### config.mk
export PLATFORM = sky130hd
export DESIGN_NAME = wav_chunk_stream_parser
export DESIGN_NICKNAME = d
export VERILOG_FILES = /design/src/rtl/wcsp_pkg.sv /design/src/rtl/wcsp_queue.sv /design/src/rtl/wcsp_parser.sv /design/src/rtl/wav_chunk_stream_parser.sv
export SDC_FILE = /design/constraint.sdc
export NUM_CORES = 1
export LEC_CHECK = 0
export ABC_AREA = 1
export BUFFER_PORTS_ARGS = -buffer_cell sky130_fd_sc_hd__buf_4
export CORE_ASPECT_RATIO = 2
export CORE_MARGIN = 4
export CORE_UTILIZATION = 60
export DETAILED_ROUTE_END_ITERATION = 8
export PLACE_DENSITY = 0.78
export SLEW_MARGIN = 20
export SYNTH_ARGS = -nofsm -noshare
export SYNTH_HDL_FRONTEND = slang
export SYNTH_SLANG_ARGS = --single-unit
### constraint.sdc
create_clock -name clock -period 9.7 [get_ports clock]
set_input_delay 0.97 -clock clock [delete_from_list [all_inputs] [get_ports clock]]
set_output_delay 0.97 -clock clock [all_outputs]
set_load 0.02 [all_outputs]
### src/rtl/wcsp_pkg.sv
// Shared types, codes and constants of the RIFF/WAVE chunk stream parser.
package wcsp_pkg;

   localparam int unsigned BYTE_W     = 8;
   localparam int unsigned KIND_W     = 2;
   localparam int unsigned CODE_W     = 3;
   localparam int unsigned RATE_W     = 32;
   localparam int unsigned RSP_DATA_W = 16;

   localparam logic [31:0] ID_FMT       = 32'h2074_6D66;
   localparam logic [31:0] ID_DATA      = 32'h6174_6164;
   localparam logic [31:0] FMT_LEN      = 32'd16;
   localparam logic [3:0]  FMT_LAST_IDX = 4'd15;
   localparam logic [3:0]  BITS_AT      = 4'd14;
   localparam logic [3:0]  FILE_LAST_IDX = 4'd11;
   localparam logic [3:0]  CHUNK_LAST_IDX = 4'd7;
   localparam logic [RATE_W-1:0] RATE_RESET = 32'd8000;

   // Result kinds.
   localparam logic [KIND_W-1:0] EV_SAMPLE = 2'd0;
   localparam logic [KIND_W-1:0] EV_DONE   = 2'd1;
   localparam logic [KIND_W-1:0] EV_ERROR  = 2'd2;

   // Error codes.
   localparam logic [CODE_W-1:0] ERR_NONE       = 3'd0;
   localparam logic [CODE_W-1:0] ERR_BAD_HEADER = 3'd0;
   localparam logic [CODE_W-1:0] ERR_SHORT_FMT  = 3'd1;
   localparam logic [CODE_W-1:0] ERR_NO_FMT     = 3'd2;
   localparam logic [CODE_W-1:0] ERR_UNSUPPORTED = 3'd3;
   localparam logic [CODE_W-1:0] ERR_TRUNCATED  = 3'd4;

   typedef enum logic [6:0] {
      PH_FILE  = 7'b000_0001,
      PH_CHUNK = 7'b000_0010,
      PH_FMT   = 7'b000_0100,
      PH_SKIP  = 7'b000_1000,
      PH_DATA  = 7'b001_0000,
      PH_PAD   = 7'b010_0000,
      PH_HALT  = 7'b100_0000
   } phase_type;

   // One queued input transfer.
   typedef struct packed {
      logic              eoi;
      logic [BYTE_W-1:0] data;
   } item_type;

   // One result.
   typedef struct packed {
      logic [CODE_W-1:0] code;
      logic [KIND_W-1:0] kind;
      logic [BYTE_W-1:0] sample;
   } result_type;

   // Expected byte of the 12-byte file header; check is low for the size bytes.
   function automatic logic [BYTE_W:0] file_magic(input logic [3:0] idx);
      logic [BYTE_W:0] r;
      begin
         case (idx)
            4'd0:    r = {1'b1, 8'h52};
            4'd1:    r = {1'b1, 8'h49};
            4'd2:    r = {1'b1, 8'h46};
            4'd3:    r = {1'b1, 8'h46};
            4'd8:    r = {1'b1, 8'h57};
            4'd9:    r = {1'b1, 8'h41};
            4'd10:   r = {1'b1, 8'h56};
            4'd11:   r = {1'b1, 8'h45};
            default: r = {1'b0, 8'h00};
         endcase
         return r;
      end
   endfunction

endpackage

### src/rtl/wcsp_queue.sv
// Front end: takes input transfers and holds them in a short FIFO for the parser.
module wcsp_queue
   import wcsp_pkg::*;
#(
   parameter int unsigned DEPTH = 2
) (
   input  logic     clock,
   input  logic     reset,
   input  logic     in_valid,
   output logic     in_ready,
   input  item_type in_item,
   output logic     out_valid,
   input  logic     out_ready,
   output item_type out_item
);

   localparam int unsigned PTR_W = (DEPTH > 1) ? $clog2(DEPTH) : 1;
   localparam int unsigned CNT_W = $clog2(DEPTH + 1);
   localparam logic [PTR_W-1:0] LAST_PTR = PTR_W'(DEPTH - 1);
   localparam logic [CNT_W-1:0] FULL_CNT = CNT_W'(DEPTH);

   item_type         slot_ff [DEPTH];
   logic [PTR_W-1:0] wr_ptr_ff, wr_ptr_in;
   logic [PTR_W-1:0] rd_ptr_ff, rd_ptr_in;
   logic [CNT_W-1:0] cnt_ff, cnt_in;
   logic             push, pop;

   assign in_ready  = (cnt_ff != FULL_CNT);
   assign out_valid = (cnt_ff != '0);
   assign out_item  = slot_ff[rd_ptr_ff];
   assign push      = in_valid && in_ready;
   assign pop       = out_valid && out_ready;

   always_comb begin
      wr_ptr_in = wr_ptr_ff;
      rd_ptr_in = rd_ptr_ff;
      cnt_in    = cnt_ff;
      if (push) begin
         wr_ptr_in = (wr_ptr_ff == LAST_PTR) ? '0 : wr_ptr_ff + 1'b1;
      end
      if (pop) begin
         rd_ptr_in = (rd_ptr_ff == LAST_PTR) ? '0 : rd_ptr_ff + 1'b1;
      end
      if (push && !pop) begin
         cnt_in = cnt_ff + 1'b1;
      end else if (pop && !push) begin
         cnt_in = cnt_ff - 1'b1;
      end
   end

   always_ff @(posedge clock) begin
      if (reset) begin
         wr_ptr_ff <= '0;
         rd_ptr_ff <= '0;
         cnt_ff    <= '0;
      end else begin
         wr_ptr_ff <= wr_ptr_in;
         rd_ptr_ff <= rd_ptr_in;
         cnt_ff    <= cnt_in;
      end
   end

   always_ff @(posedge clock) begin
      if (push) begin
         slot_ff[wr_ptr_ff] <= in_item;
      end
   end

endmodule

### src/rtl/wcsp_parser.sv
// Back end: chunk state machine, captured format fields and the result register.
module wcsp_parser
   import wcsp_pkg::*;
(
   input  logic              clock,
   input  logic              reset,
   input  logic              cfg_wr_en,
   input  logic [RATE_W-1:0] cfg_wr_data,
   input  logic              in_valid,
   output logic              in_ready,
   input  item_type          in_item,
   output logic              out_valid,
   input  logic              out_ready,
   output result_type        out_result
);

   phase_type         phase_ff, phase_in;
   logic [3:0]        idx_ff, idx_in;
   logic [55:0]       hdr_ff, hdr_in;
   logic              bad_ff, bad_in;
   logic [7:0]        scr_ff, scr_in;
   logic [31:0]       rem_ff, rem_in;
   logic              pad_ff, pad_in;
   logic              seen_ff, seen_in;
   logic [RATE_W-1:0] rate_ff, rate_in;
   logic              pcm_ff, pcm_in;
   logic              mono_ff, mono_in;
   logic              bits8_ff, bits8_in;
   logic [RATE_W-1:0] req_rate_ff;
   logic              out_valid_ff, out_valid_in;
   result_type        res_ff, res_in;

   logic              take, emit, body_end, chunk_end;
   logic [63:0]       full_hdr;
   logic [31:0]       size, rem_dec;
   logic [15:0]       word;
   logic [8:0]        magic;

   assign in_ready   = !out_valid_ff || out_ready;
   assign take       = in_valid && in_ready;
   assign out_valid  = out_valid_ff;
   assign out_result = res_ff;

   assign full_hdr = {in_item.data, hdr_ff};
   assign size     = full_hdr[63:32];
   assign word     = {in_item.data, scr_ff};
   assign rem_dec  = rem_ff - {31'd0, (rem_ff != '0)};
   assign magic    = file_magic(idx_ff);

   always_comb begin
      phase_in  = phase_ff;
      idx_in    = idx_ff;
      hdr_in    = hdr_ff;
      bad_in    = bad_ff;
      scr_in    = scr_ff;
      rem_in    = rem_ff;
      pad_in    = pad_ff;
      seen_in   = seen_ff;
      rate_in   = rate_ff;
      pcm_in    = pcm_ff;
      mono_in   = mono_ff;
      bits8_in  = bits8_ff;
      emit      = 1'b0;
      body_end  = 1'b0;
      chunk_end = 1'b0;
      res_in    = '{code: ERR_NONE, kind: EV_SAMPLE, sample: '0};

      if (take && (phase_ff != PH_HALT)) begin
         if (in_item.eoi) begin
            emit     = 1'b1;
            phase_in = PH_HALT;
            if (phase_ff == PH_CHUNK) begin
               res_in.kind = EV_DONE;
            end else begin
               res_in.kind = EV_ERROR;
               res_in.code = ERR_TRUNCATED;
            end
         end else begin
            unique case (phase_ff)
               PH_FILE: begin
                  if (magic[8] && (in_item.data != magic[7:0])) begin
                     bad_in = 1'b1;
                  end
                  if (idx_ff >= FILE_LAST_IDX) begin
                     if (bad_in) begin
                        emit        = 1'b1;
                        phase_in    = PH_HALT;
                        res_in.kind = EV_ERROR;
                        res_in.code = ERR_BAD_HEADER;
                     end else begin
                        phase_in = PH_CHUNK;
                        idx_in   = '0;
                     end
                  end else begin
                     idx_in = idx_ff + 1'b1;
                  end
               end
               PH_CHUNK: begin
                  hdr_in = full_hdr[63:8];
                  if (idx_ff < CHUNK_LAST_IDX) begin
                     idx_in = idx_ff + 1'b1;
                  end else begin
                     idx_in = '0;
                     pad_in = size[0];
                     if (full_hdr[31:0] == ID_FMT) begin
                        if (size[31:4] == '0) begin
                           emit        = 1'b1;
                           phase_in    = PH_HALT;
                           res_in.kind = EV_ERROR;
                           res_in.code = ERR_SHORT_FMT;
                        end else begin
                           rem_in   = size - FMT_LEN;
                           phase_in = PH_FMT;
                        end
                     end else if (full_hdr[31:0] == ID_DATA) begin
                        if (!seen_ff) begin
                           emit        = 1'b1;
                           phase_in    = PH_HALT;
                           res_in.kind = EV_ERROR;
                           res_in.code = ERR_NO_FMT;
                        end else if (!(pcm_ff && mono_ff && bits8_ff &&
                                       (rate_ff == req_rate_ff))) begin
                           emit        = 1'b1;
                           phase_in    = PH_HALT;
                           res_in.kind = EV_ERROR;
                           res_in.code = ERR_UNSUPPORTED;
                        end else begin
                           rem_in = size;
                           if (size != '0) begin
                              phase_in = PH_DATA;
                           end else begin
                              chunk_end = 1'b1;
                           end
                        end
                     end else begin
                        rem_in   = size;
                        body_end = 1'b1;
                     end
                  end
               end
               PH_FMT: begin
                  case (idx_ff)
                     4'd0: begin
                        rate_in  = '0;
                        pcm_in   = 1'b0;
                        mono_in  = 1'b0;
                        bits8_in = 1'b0;
                        scr_in   = in_item.data;
                     end
                     4'd1: pcm_in  = (word == 16'd1);
                     4'd2: scr_in  = in_item.data;
                     4'd3: mono_in = (word == 16'd1);
                     4'd4: rate_in[7:0]   = in_item.data;
                     4'd5: rate_in[15:8]  = in_item.data;
                     4'd6: rate_in[23:16] = in_item.data;
                     4'd7: rate_in[31:24] = in_item.data;
                     BITS_AT: scr_in = in_item.data;
                     FMT_LAST_IDX: bits8_in = (word == 16'd8);
                     default: ;
                  endcase
                  if (idx_ff == FMT_LAST_IDX) begin
                     seen_in  = 1'b1;
                     idx_in   = '0;
                     body_end = 1'b1;
                  end else begin
                     idx_in = idx_ff + 1'b1;
                  end
               end
               PH_SKIP: begin
                  rem_in = rem_dec;
                  if (rem_dec == '0) begin
                     chunk_end = 1'b1;
                  end
               end
               PH_DATA: begin
                  rem_in        = rem_dec;
                  emit          = 1'b1;
                  res_in.sample = in_item.data;
                  if (rem_dec == '0) begin
                     chunk_end = 1'b1;
                  end
               end
               PH_PAD: begin
                  pad_in    = 1'b0;
                  chunk_end = 1'b1;
               end
               PH_HALT: ;
               default: ;
            endcase

            // After a fmt body or an unknown chunk header: skip what is left.
            if (body_end) begin
               if (rem_in != '0) begin
                  phase_in = PH_SKIP;
               end else begin
                  chunk_end = 1'b1;
               end
            end
            // A chunk is finished: its pad byte, or the next chunk header.
            if (chunk_end) begin
               if (pad_in) begin
                  phase_in = PH_PAD;
               end else begin
                  phase_in = PH_CHUNK;
                  idx_in   = '0;
               end
            end
         end
      end
   end

   always_comb begin
      out_valid_in = out_valid_ff;
      if (in_ready) begin
         out_valid_in = emit;
      end
   end

   always_ff @(posedge clock) begin
      if (reset) begin
         phase_ff     <= PH_FILE;
         idx_ff       <= '0;
         bad_ff       <= 1'b0;
         rem_ff       <= '0;
         pad_ff       <= 1'b0;
         seen_ff      <= 1'b0;
         rate_ff      <= '0;
         pcm_ff       <= 1'b0;
         mono_ff      <= 1'b0;
         bits8_ff     <= 1'b0;
         req_rate_ff  <= RATE_RESET;
         out_valid_ff <= 1'b0;
      end else begin
         phase_ff     <= phase_in;
         idx_ff       <= idx_in;
         bad_ff       <= bad_in;
         rem_ff       <= rem_in;
         pad_ff       <= pad_in;
         seen_ff      <= seen_in;
         rate_ff      <= rate_in;
         pcm_ff       <= pcm_in;
         mono_ff      <= mono_in;
         bits8_ff     <= bits8_in;
         out_valid_ff <= out_valid_in;
         if (cfg_wr_en) begin
            req_rate_ff <= cfg_wr_data;
         end
      end
   end

   always_ff @(posedge clock) begin
      hdr_ff <= hdr_in;
      scr_ff <= scr_in;
      if (in_ready && emit) begin
         res_ff <= res_in;
      end
   end

endmodule

### src/rtl/wav_chunk_stream_parser.sv
// Top level of the RIFF/WAVE chunk stream parser: input queue and parser back end.
//
// Channel   Direction  Transfer                          Payload
// req_      in         one file byte or the end mark     tdata: file_byte; tuser: end_of_input
// rsp_      out        one sample, finish or error       tdata: sample_byte, error_code;
//                                                        tuser: event_kind
// csr_      in         write of required_sample_rate     csr_wr_data, 32 bits
//
// The block takes one input transfer per cycle when the result side keeps up.
// Each queued byte is parsed by the back end, and a result, when the byte
// causes one, is shown on rsp_ in the next cycle from an output register.
// Through an empty queue, a byte passes a queue slot and then the output register.
// Reset is synchronous and returns the parser to the file header phase with the sample
// rate register at 8000.
// A stall on rsp_ holds the back end; the queue of QUEUE_DEPTH entries keeps req_tready
// high until it fills.
module wav_chunk_stream_parser
   import wcsp_pkg::*;
#(
   parameter int unsigned QUEUE_DEPTH = 2
) (
   input  logic                  clock,
   input  logic                  reset,
   // Input bytes.
   input  logic                  req_tvalid,
   output logic                  req_tready,
   input  logic [BYTE_W-1:0]     req_tdata,   // [7:0] file_byte
   input  logic                  req_tuser,   // [0] end_of_input
   // Results.
   output logic                  rsp_tvalid,
   input  logic                  rsp_tready,
   output logic [RSP_DATA_W-1:0] rsp_tdata,   // [7:0] sample_byte, [10:8] error_code
   output logic [KIND_W-1:0]     rsp_tuser,   // [1:0] event_kind
   // Configuration.
   input  logic                  csr_wr_en,
   input  logic [RATE_W-1:0]     csr_wr_data
);

   item_type   req_item;
   item_type   q_item;
   logic       q_valid;
   logic       q_ready;
   result_type result;

   // The end mark rides beside the byte; the byte is ignored when it is set.
   assign req_item.data = req_tdata;
   assign req_item.eoi  = req_tuser;

   wcsp_queue #(
      .DEPTH (QUEUE_DEPTH)
   ) u_queue (
      .clock     (clock),
      .reset     (reset),
      .in_valid  (req_tvalid),
      .in_ready  (req_tready),
      .in_item   (req_item),
      .out_valid (q_valid),
      .out_ready (q_ready),
      .out_item  (q_item)
   );

   wcsp_parser u_parser (
      .clock       (clock),
      .reset       (reset),
      .cfg_wr_en   (csr_wr_en),
      .cfg_wr_data (csr_wr_data),
      .in_valid    (q_valid),
      .in_ready    (q_ready),
      .in_item     (q_item),
      .out_valid   (rsp_tvalid),
      .out_ready   (rsp_tready),
      .out_result  (result)
   );

   // Pack the result: sample in the low byte, error code above it, zeros to 16 bits.
   assign rsp_tdata = {{(RSP_DATA_W - BYTE_W - CODE_W){1'b0}}, result.code, result.sample};
   assign rsp_tuser = result.kind;

endmodule

* Word level (Yosys, flattened, before mapping)
Memory sizes are Yosys's and may differ from the RTL's. A register that Yosys moved wholly into a read port is not among the register bits. Index checks and enable logic that the tools add are counted.
Storage, ports and cells: bits in registers 195, latch bits 0, RAM bits 18, ROM bits 112, input bits 46, output and inout bits 20, logic and storage cells 202, memories kept 2
Operators by class: add/sub/neg operators 7, multipliers 0, div/mod/pow operators 0, magnitude comparators 2, equality and inequality tests 23, shift-type cells 0, muxes and demuxes 98, bitwise gates (word level) 3, reductions and logical operators 44
Memory list:
- (name not given) | depth 16, bits a word 7, read ports 1, clocked after Yosys merged registers in 1, wr ports 0, RTL line wcsp_pkg.sv:59 | case (idx)
- u_queue.slot_ff | depth 2, bits a word 9, read ports 1, clocked after Yosys merged registers in 1, wr ports 1, RTL line wcsp_queue.sv:22 | item_type slot_ff [DEPTH];
Operators with widths (number):
- 32-bit two-way mux | 8
- 32-bit nonzero test | 3
- 7-bit two-way mux | 13
- 32-bit case mux with 2 select lines | 1
- 8-bit case mux with 2 select lines | 4
- 1-bit two-way mux | 40
- 4-bit two-way mux | 9
- 4-bit AND reduction | 9
- 32-bit by 30-bit equality test with 1-bit output, second input constant | 1
- 32-bit by 31-bit equality test with 1-bit output, second input constant | 1
- 32-bit equality test | 1
- 32-bit logical NOT | 1
- 32-bit by 1-bit subtractor with 32-bit output | 1
- 32-bit by 5-bit subtractor with 32-bit output, second input constant | 1
- 5-bit two-way mux | 6
- 28-bit logical NOT | 1
- 2-bit nonzero test | 9
- 16-bit by 1-bit equality test with 1-bit output, second input constant | 1
- 16-bit by 4-bit equality test with 1-bit output, second input constant | 1
- 4-bit by 3-bit equality test with 1-bit output, second input constant | 4
- 7-bit case mux with 2 select lines | 1
- 4-bit case mux with 3 select lines | 1
- 1-bit logical AND | 10
- 1-bit case mux with 2 select lines | 5
- 31 further kinds | 45

* Logic depth before layout (Yosys ltp)
Gate-level depths: netlist of run 1.
word-level depth 19, mapped depth 32, mapped depth without buffers 32

* Modules after synthesis
From an unflattened synthesis of run 1, not the netlist that was laid out.
Unflattened totals: cell total of the unflattened synthesis 1769, area, all modules 12738.5 sq um
By module, submodules not included:
- wcsp_parser | times used 1, cells each 1698, area an instance 11791.3 sq um, seq. area each 4714.5 sq um
- wcsp_queue | times used 1, cells each 65, area an instance 905.9 sq um, seq. area each 640.6 sq um
- wav_chunk_stream_parser | times used 1, cells each 6, area an instance 41.3 sq um, seq. area each 0.0 sq um

* Worst setup path before layout of run 1
OpenSTA, ideal clock, no wires.
path kind input port to flip-flop, from in rsp_tready, to reg u_parser.res_ff (netlist bit u_parser.out_result[10]) (data pin), library setup time 0.160 ns, arrival 5.006 ns, data required time 9.540 ns, path slack 4.534 ns, stages on the path 11, buffers on the path 1, cell sequence nor2_1 > a21oi_1 > inv_1 > nor2_1 > inv_1 > nor2_1 > inv_1 > clkbuf_1 > nor2_1 > nand3_1 > a21oi_1
On the way: longest elaborated chain between the ends 3
Ends and longest elaborated chain:
- from (decl) | RTL line wav_chunk_stream_parser.sv:31 | input logic rsp_tready,
- 1-bit logical OR | RTL line wcsp_parser.sv:39 | assign in_ready = !out_valid_ff || out_ready;
- 1-bit logical AND | RTL line wcsp_parser.sv:40 | assign take = in_valid && in_ready;
- 1-bit logical AND | RTL line wcsp_parser.sv:68 | if (take && (phase_ff != PH_HALT)) begin
- to (signal assigned) | RTL line wcsp_parser.sv:255 | res_ff <= res_in;
- to (decl) | RTL line wcsp_parser.sv:31 | result_type res_ff, res_in;
Every way passes these cells. A chain may end at the register's enable or synchronous reset.

* Worst setup path in the final report of run 1
from reg u_parser.rem_ff[26], to reg u_parser.magic[1] (netlist name)
On the way: longest elaborated chain between the ends 16, elaborated cells on any way between the ends 22, those cells by class add/sub (1); mux (18); reduce/logical (3)
Ends and longest elaborated chain:
- from (decl) | RTL line wcsp_parser.sv:22 | logic [31:0] rem_ff, rem_in;
- from (signal assigned) | RTL line wcsp_parser.sv:237 | rem_ff <= rem_in;
- branches (longest 10 deep; another with 32-bit by 1-bit subtractor with 32-bit output)
- 1-bit two-way mux (*) | RTL line wcsp_parser.sv:192 | if (body_end) begin
- 1-bit two-way mux (*) | RTL line wcsp_parser.sv:69 | if (in_item.eoi) begin
- 1-bit two-way mux (*) | RTL line wcsp_parser.sv:68
- 4-bit two-way mux (*) | RTL line wcsp_parser.sv:200 | if (chunk_end) begin
- 4-bit two-way mux (no line) (*) (2 in a row)
Mark *: on every way between the ends. The select of a mux whose other input is x is not followed.

==> results of run 1 <==
==> worst paths after layout <==
path	startpoint	endpoint	cells past startpoint
max	u_parser.rem_ff[26]	u_parser.magic[1]	28
min	u_parser.hdr_ff[40]	u_parser.hdr_ff[32]	0
min reg2reg	u_parser.hdr_ff[40]	u_parser.hdr_ff[32]	0
max reg2reg	u_parser.rem_ff[26]	u_parser.magic[1]	28
==> metal layers <==
| metal | part of all wire (%) | vias to the layer above |
|---|---|---|
| li1 | - | 5775 |
| met1 | 31 | 5549 |
| met2 | 54 | 495 |
| met3 | 5.0 | 207 |
| met4 | 9.7 | 0 |
| met5 | 0 | - |
==> cell families after synthesis <==
logic type	share of synthesized area, %
adder cells (fa/ha/maj)	0.794
XOR/XNOR	4.10
other	0.0297
buffers and inverters	10.7
AND/OR/NAND/NOR	29.1
AO/OA/AOI/OAI	12.8
flip-flops	42.5
==> final cells by class <==
class | instances | share of cell area (%)
clock inverters | 10 | 0.614
flip-flops and latches | 220 | 38.6
clock buffers | 27 | 4.10
inverters | 282 | 7.64
well taps | 266 | 2.40
repair buffers | 70 | 3.79
multi-input cells | 1205 | 42.8
==> state kept, by name, indices dropped and copies added, names as in the netlist, 2 cells and up, named ones only <==
signal                count
u_parser.hdr_ff          56
u_parser.rate_ff         32
u_parser.rem_ff          32
u_parser.req_rate_ff     32
u_queue.slot_ff          18
u_parser.out_result      13
u_parser.scr_ff           8
u_parser.phase_ff         7
u_parser.magic            6
u_parser.idx_ff           4
u_queue.cnt_ff            2
==> cells in the mapped netlist, drive strengths merged, types with 29 or more instances <==
| cell | n | share of area, % |
|---|---|---|
| nor2 | 234 | 7.3 |
| clkbuf | 31 | 0.92 |
| nor3 | 31 | 1.3 |
| nand4 | 29 | 1.4 |
| nand3 | 114 | 4.7 |
| xor2 | 47 | 3.3 |
| inv | 280 | 8.3 |
| dfxtp | 125 | 20 |
| o21ai | 112 | 4.5 |
| a21oi | 112 | 4.6 |
| nand2 | 406 | 13 |
| edfxtp | 95 | 23 |
==> per-stage QoR <==
| stage | setup slack (ns) | utilization, % | total power [mW] | area (µm²) |
|---|---|---|---|---|
| after floorplan | 4.53 | - | 2.29 | 12600 |
| after global placement | 5.41 | 64.2 | 2.75 | 13200 |
| after detailed placement | 5.45 | 64.2 | 2.76 | 13200 |
| after CTS | 5.42 | 67.4 | 3.56 | 13900 |
| after global routing | 5.01 | 67.4 | 3.80 | 13900 |
| final | 5.25 | 67.4 | 3.57 | 13900 |
==> worst max-delay path: cells and delay by family, from the launching register on <==
family	cells	cell delay, ns
AOI/OAI and AO/OA	3	0.52
xor gates and xnor gates	1	0.17
adders and majority gates	2	0.37
DFF	1	0.49
and+or+nand+nor	22	2.80
==> report_power, final <==
part           total, mW  switching, mW  internal, mW
registers           1.23          0.124          1.11
clock network      0.795          0.353         0.443
logic               1.54           1.08         0.464
==> summary.md, run 1 <==
| Metric | Value |
|---|---|
| Status | finished, final reports clean |
| Max cap viols | 0 |
| Starting Density | between 60 and 70% |
| Final hold slack | approximately 0.46 ns |
| Largest net degree at the start of global routing | 68 |
| Endpoints failing setup | 0 |
| Worst-Margin Slew | between 0.9 and 1 ns |
| Met3 usage | ~3.5% |
| # DRC | 0 |
| Max Fclk | between 0.2 and 0.25 GHz |
| Initial antenna violation count | 0 |
| PD cells | ~260 nW/µm² |
| Most frequent CP cell | nand2_1 |
| Synth warn | 0 |
| Critical Path Max Stage Delay | ~0.49 ns |
| Antenna cell count | 0 |
| Tmin final | 4.45 ns |
| Share of layout cells above drive strength 1 | ~8.8% |
| Commonest cells after routing, fill and taps aside | nand2_1 (388), inv_1 (272), nor2_1 (223) |
| Tcrit/Tclk final | a little under half |
| CP Capture Type | flop |
| Worst setup SP type | flop |
| Hold/Removal Path Class | flop to flop |
| Remaining antenna violation count after routing | 0 |
| DR pass1 iterations | 6 |
| Max-slew violations | 0 |
| Cell variety after synth | 52 |
| Leakage | 6.28 nW |
| Crit path DAT | approximately 5 ns |
| Commonest non-fill, non-tap cell in the layout | nand2_1 |
| Final Net Count | roughly 1.9k |
| Placement Rows | 74 |
| Final hold vios | 0 |
| Drt wl/cell | ~19 µm |
| Die area | roughly 24000 µm² |
| Ys async rst share | 0% |
| Cells after Synth | 1759 |
| Core area | 20600 µm² |
| Most used DFF post-synth | dfxtp_1 |
| Grt ovf | 0 |
| Number of setup buffers added after CTS | 0 |
| Vias per cell | about 5.8 |
| Worst skew pair latency | 0.52 ns |
| Port Buffer Count | 60 |
| Total CTS buffers | 21 |
| Setup clock skew after layout | between 0.015 and 0.02 ns |
| Placed insts | slightly above 2k |
| Multi-input logic area | between 5000 and 6000 µm² |
| FF+latch count, synth | 220 |
| Die width | between 100 and 150 µm |
| Initial DRC count | roughly 930 |
| Met1 usage | 30.8% |
| Setup TNS | 0 ns |
| Total Routed Length | a little under 40000 µm |
| R2r setup slk | 5.25 ns |
| Post_cts resized | 0 |
| CTS tree | built |
| Crit-path max FO | 7 |
| Number of synthesized flops with an enable pin | 95 |
| Total GRT Usage | between 30% and 40% |
| CTS clock-pin slew for the worst setup and hold paths | about 0.070 ns |
| Clock root buffer | clkbuf_16 |
| Area growth syn-to-layout | 9.84% |
| Unrepaired setup endpoints after global routing | no |
| Via count | between 10k and 15k |
| Avg Inst Size Synth | 7.17 µm² |
| DP HPWL | approximately 30000 µm |
| Worst relative slew slack | a little over a third |
| WP data required | around 10 ns |
| H-Tree Depth | 1 |
| Global-route wire length before repair | around 63000 µm |
| Maximum clock insertion buffer count | 3 |
| Peak supply drop | around 0.19 mV |
| Gpl congestion | just over 1 |
| CTS sink cnt | 220 |
| Vias in the first global route | approximately 12k |
| Sequential cell area | ~5400 µm² |
| Setup CP Type | flop to flop |
| Final cell count without fillers | between 2k and 2.5k |
| Hold_buf cts | 0 |
| Cell area after synthesis | about 13000 µm² |
| Post-synthesis sequential area ratio | 42.5% |
| DIE HEIGHT | 213 µm |
| Slowest stage cell on the critical path | dfxtp_1 |
| Top Ports | 66 |
| Met2 Use GR | roughly two thirds |
| Fillers | ~1.9k |
| Gr busiest metal | met2 |
Power figures use the tool's default switching activity.
==> run 2, diff against run 1 <==
--- a/config.mk
+++ b/config.mk
@@ -9,9 +9,9 @@
 export BUFFER_PORTS_ARGS = -buffer_cell sky130_fd_sc_hd__buf_4
 export CORE_ASPECT_RATIO = 2
 export CORE_MARGIN = 4
-export CORE_UTILIZATION = 60
+export CORE_UTILIZATION = 56
 export DETAILED_ROUTE_END_ITERATION = 8
-export PLACE_DENSITY = 0.78
+export PLACE_DENSITY = 0.77
 export SLEW_MARGIN = 20
 export SYNTH_ARGS = -nofsm -noshare
 export SYNTH_HDL_FRONTEND = slang
==> constraint.sdc (replaced) <==
create_clock -name clock -period 4 [get_ports clock]
set_input_delay 0.4 -clock clock [delete_from_list [all_inputs] [get_ports clock]]
set_output_delay 0.4 -clock clock [all_outputs]
set_load 0.02 [all_outputs]
==> summary.md, run 2 (synthesis gave the netlist of run 1 again) <==
| Metric | Value |
|---|---|
| Largest net degree at the start of global routing | about 70 |
| Most frequent CP cell | nand2_1 |
| Total GRT Usage | between 30% and 40% |
| Max cap viols | 0 |
| FF-to-FF End | u_parser.magic[2] |
| Largest register FFs | 56 |
| Slowest stage cell on the critical path | dfxtp_2 |
| Crit-path max FO | 6 |
| Final Net Count | about 1.9k |
| Placement Rows | 77 |
| R2r setup slk | around 0.26 ns |
| Worst setup SP type | flop |
| Reg power frac | 32.3% |
| Critical Path Max Stage Delay | between 0.3 and 0.4 ns |
| Maximum clock insertion buffer count | 3 |
| Starting Density | about 57% |
| WP data required | approximately 4.4 ns |
| Die area | between 20000 and 30000 µm² |
| Crit path DAT | around 4.2 ns |
| Status | finished, final reports clean |
| Commonest non-fill, non-tap cell in the layout | nand2_1 |
| Leakage | ~6.6 nW |
| Initial DRC count | just under 800 |
| Comb power frac | ~46% |
| Tcrit/Tclk final | between 90 and 100% |
| Max-slew violations | 0 |
| Via count | approximately 12k |
| Setup clock skew after layout | roughly 0.013 ns |
| Min-Delay Startpoint | req_tdata[4] |
| Drt wl/cell | around 19 µm |
| Area growth syn-to-layout | 14.2% |
| Sequential cell area | 5360 µm² |
| Post-Place Setup Slack | 0.199 ns |
| Worst-Margin Slew | 0.858 ns |
| # DRC | 0 |
| WHS Endpoint | u_queue.slot_ff[1][4] |
| CTS tree | built |
| DP HPWL | about 30000 µm |
| Port Buffer Count | 60 |
| Tmin final | about 3.7 ns |
| Initial antenna violation count | 0 |
| Final hold vios | 0 |
| Fin util | 65.0% |
| Peak supply drop | roughly 0.49 mV |
| PD cells | approximately 630 nW/µm² |
| Fillers | slightly above 2k |
| Global-route wire length before repair | 61100 µm |
| H-Tree Depth | 1 |
| Total Routed Length | 39800 µm |
| Vias per cell | 5.66 |
| FF-to-FF Start | u_parser.rem_ff[27] |
| Antenna cell count | 0 |
| Clk pwr share | between 20% and 30% |
| Switch share | 43.6% |
| Max Fclk | roughly 0.27 GHz |
| Top Ports | 66 |
| Hold/Removal Path Class | input pin to flop |
| WHS Path Cells | 1 |
| Reg2Reg Depth | 28 |
| CTS clock-pin slew for the worst setup and hold paths | approximately 0.070 ns |
| P_int | 5.14 mW |
| P_sw | ~4.0 mW |
| Endpoints failing setup | 0 |
| Multi-input logic area | approximately 6000 µm² |
| Grt ovf | 0 |
| Final hold slack | roughly 0.066 ns |
| CTS sink cnt | 220 |
| Biggest register | u_parser.hdr_ff |
| Share of layout cells above drive strength 1 | 13.0% |
| Vias in the first global route | between 10k and 15k |
| Final setup margin | roughly 0.26 ns |
| Worst skew pair latency | between 0.5 and 0.6 ns |
| Core area | 22200 µm² |
| Commonest cells after routing, fill and taps aside | nand2_1 (384), inv_1 (270), nor2_1 (213) |
| CP Capture Type | flop |
| Gpl congestion | 0.991 |
| Total CTS buffers | 20 |
| Die width | between 100 and 150 µm |
| Setup TNS | 0 ns |
| Remaining antenna violation count after routing | 0 |
| DR pass1 iterations | 6 |
| DIE HEIGHT | 220 µm |
| Worst relative slew slack | a little over two fifths |
| Clock root buffer | clkbuf_16 |
| Setup CP Type | flop to flop |
==> run 2: cell types whose count changed in the layout (fill, tap and decap cells not counted), sizes merged <==
cell      delta
inv          +2
nor2         +1
clkbuf       -4
clkinv       +3
clkinvlp     -3
buf         +50
==> run 2: layout make-up <==
cell class                 count  area share (%)
inverter                     282            7.35
multi-input combinational   1206            41.9
clock buffer                  23            3.77
tap                          276            2.40
sequential                   220            37.2
timing repair buffer         120            6.60
clock inverter                12           0.747
==> run 2: repair_timing <==
action | in CTS | in global routing
resized for setup | 0 | 31
endpoints found under the setup margin | 0 | 11
hold buffers | 0 | 0
setup buffers | 0 | 1
==> run 2: worst max path at each step <==
stage | to | start | cells past startpoint
floorplan | u_parser.out_result[10] | flop | 11
global placement | u_parser.magic[2] | u_parser.rem_ff[14] | 29
detailed placement | u_parser.magic[2] | u_parser.rem_ff[10] | 29
CTS | u_parser.magic[2] | u_parser.rem_ff[10] | 29
global route | u_parser.magic[1] | u_parser.rem_ff[27] | 29
finish | u_parser.magic[2] | u_parser.rem_ff[27] | 28
==> run 2: critical path, delay by kind of cell, from the launching register on <==
| kind | cells | cell delay [ns] |
|---|---|---|
| fa+ha+maj | 2 | 0.44 |
| xor+xnor | 1 | 0.16 |
| simple gates | 22 | 2.52 |
| buf+inv | 3 | 0.19 |
| flops | 1 | 0.34 |
==> run 2: metal layers <==
layer | wire [µm] | track usage [%] | up-vias
met3 | 1800 | 3.09 | 194
met1 | 12700 | 29.2 | 5567
met2 | 20900 | 58.3 | 468
met4 | 4400 | 28.8 | 0
li1 | - | - | 5876
met5 | 0 | 0 | -
==> run 2: metrics by stage <==
step / instances / power, mW / cell area (µm²)
floorplan: 1763 / 5.55 / 12600
global placement: 2102 / 6.94 / 13600
detailed placement: 2102 / 6.96 / 13600
CTS: 2137 / 8.90 / 14300
global route: 2139 / 9.65 / 14400
finish: 2139 / 9.11 / 14400
==> run 2: power groups by stage <==
| stage | Clock, mW | Sequential, mW | Combinational [mW] |
|---|---|---|---|
| CTS | 1.96 | 2.92 | 4.02 |
| global placement | 0 | 2.96 | 3.97 |
| global route | 2.05 | 2.97 | 4.64 |
| floorplan | 0 | 2.98 | 2.56 |
| finish | 1.94 | 2.94 | 4.23 |
| detailed placement | 0 | 2.97 | 4.00 |
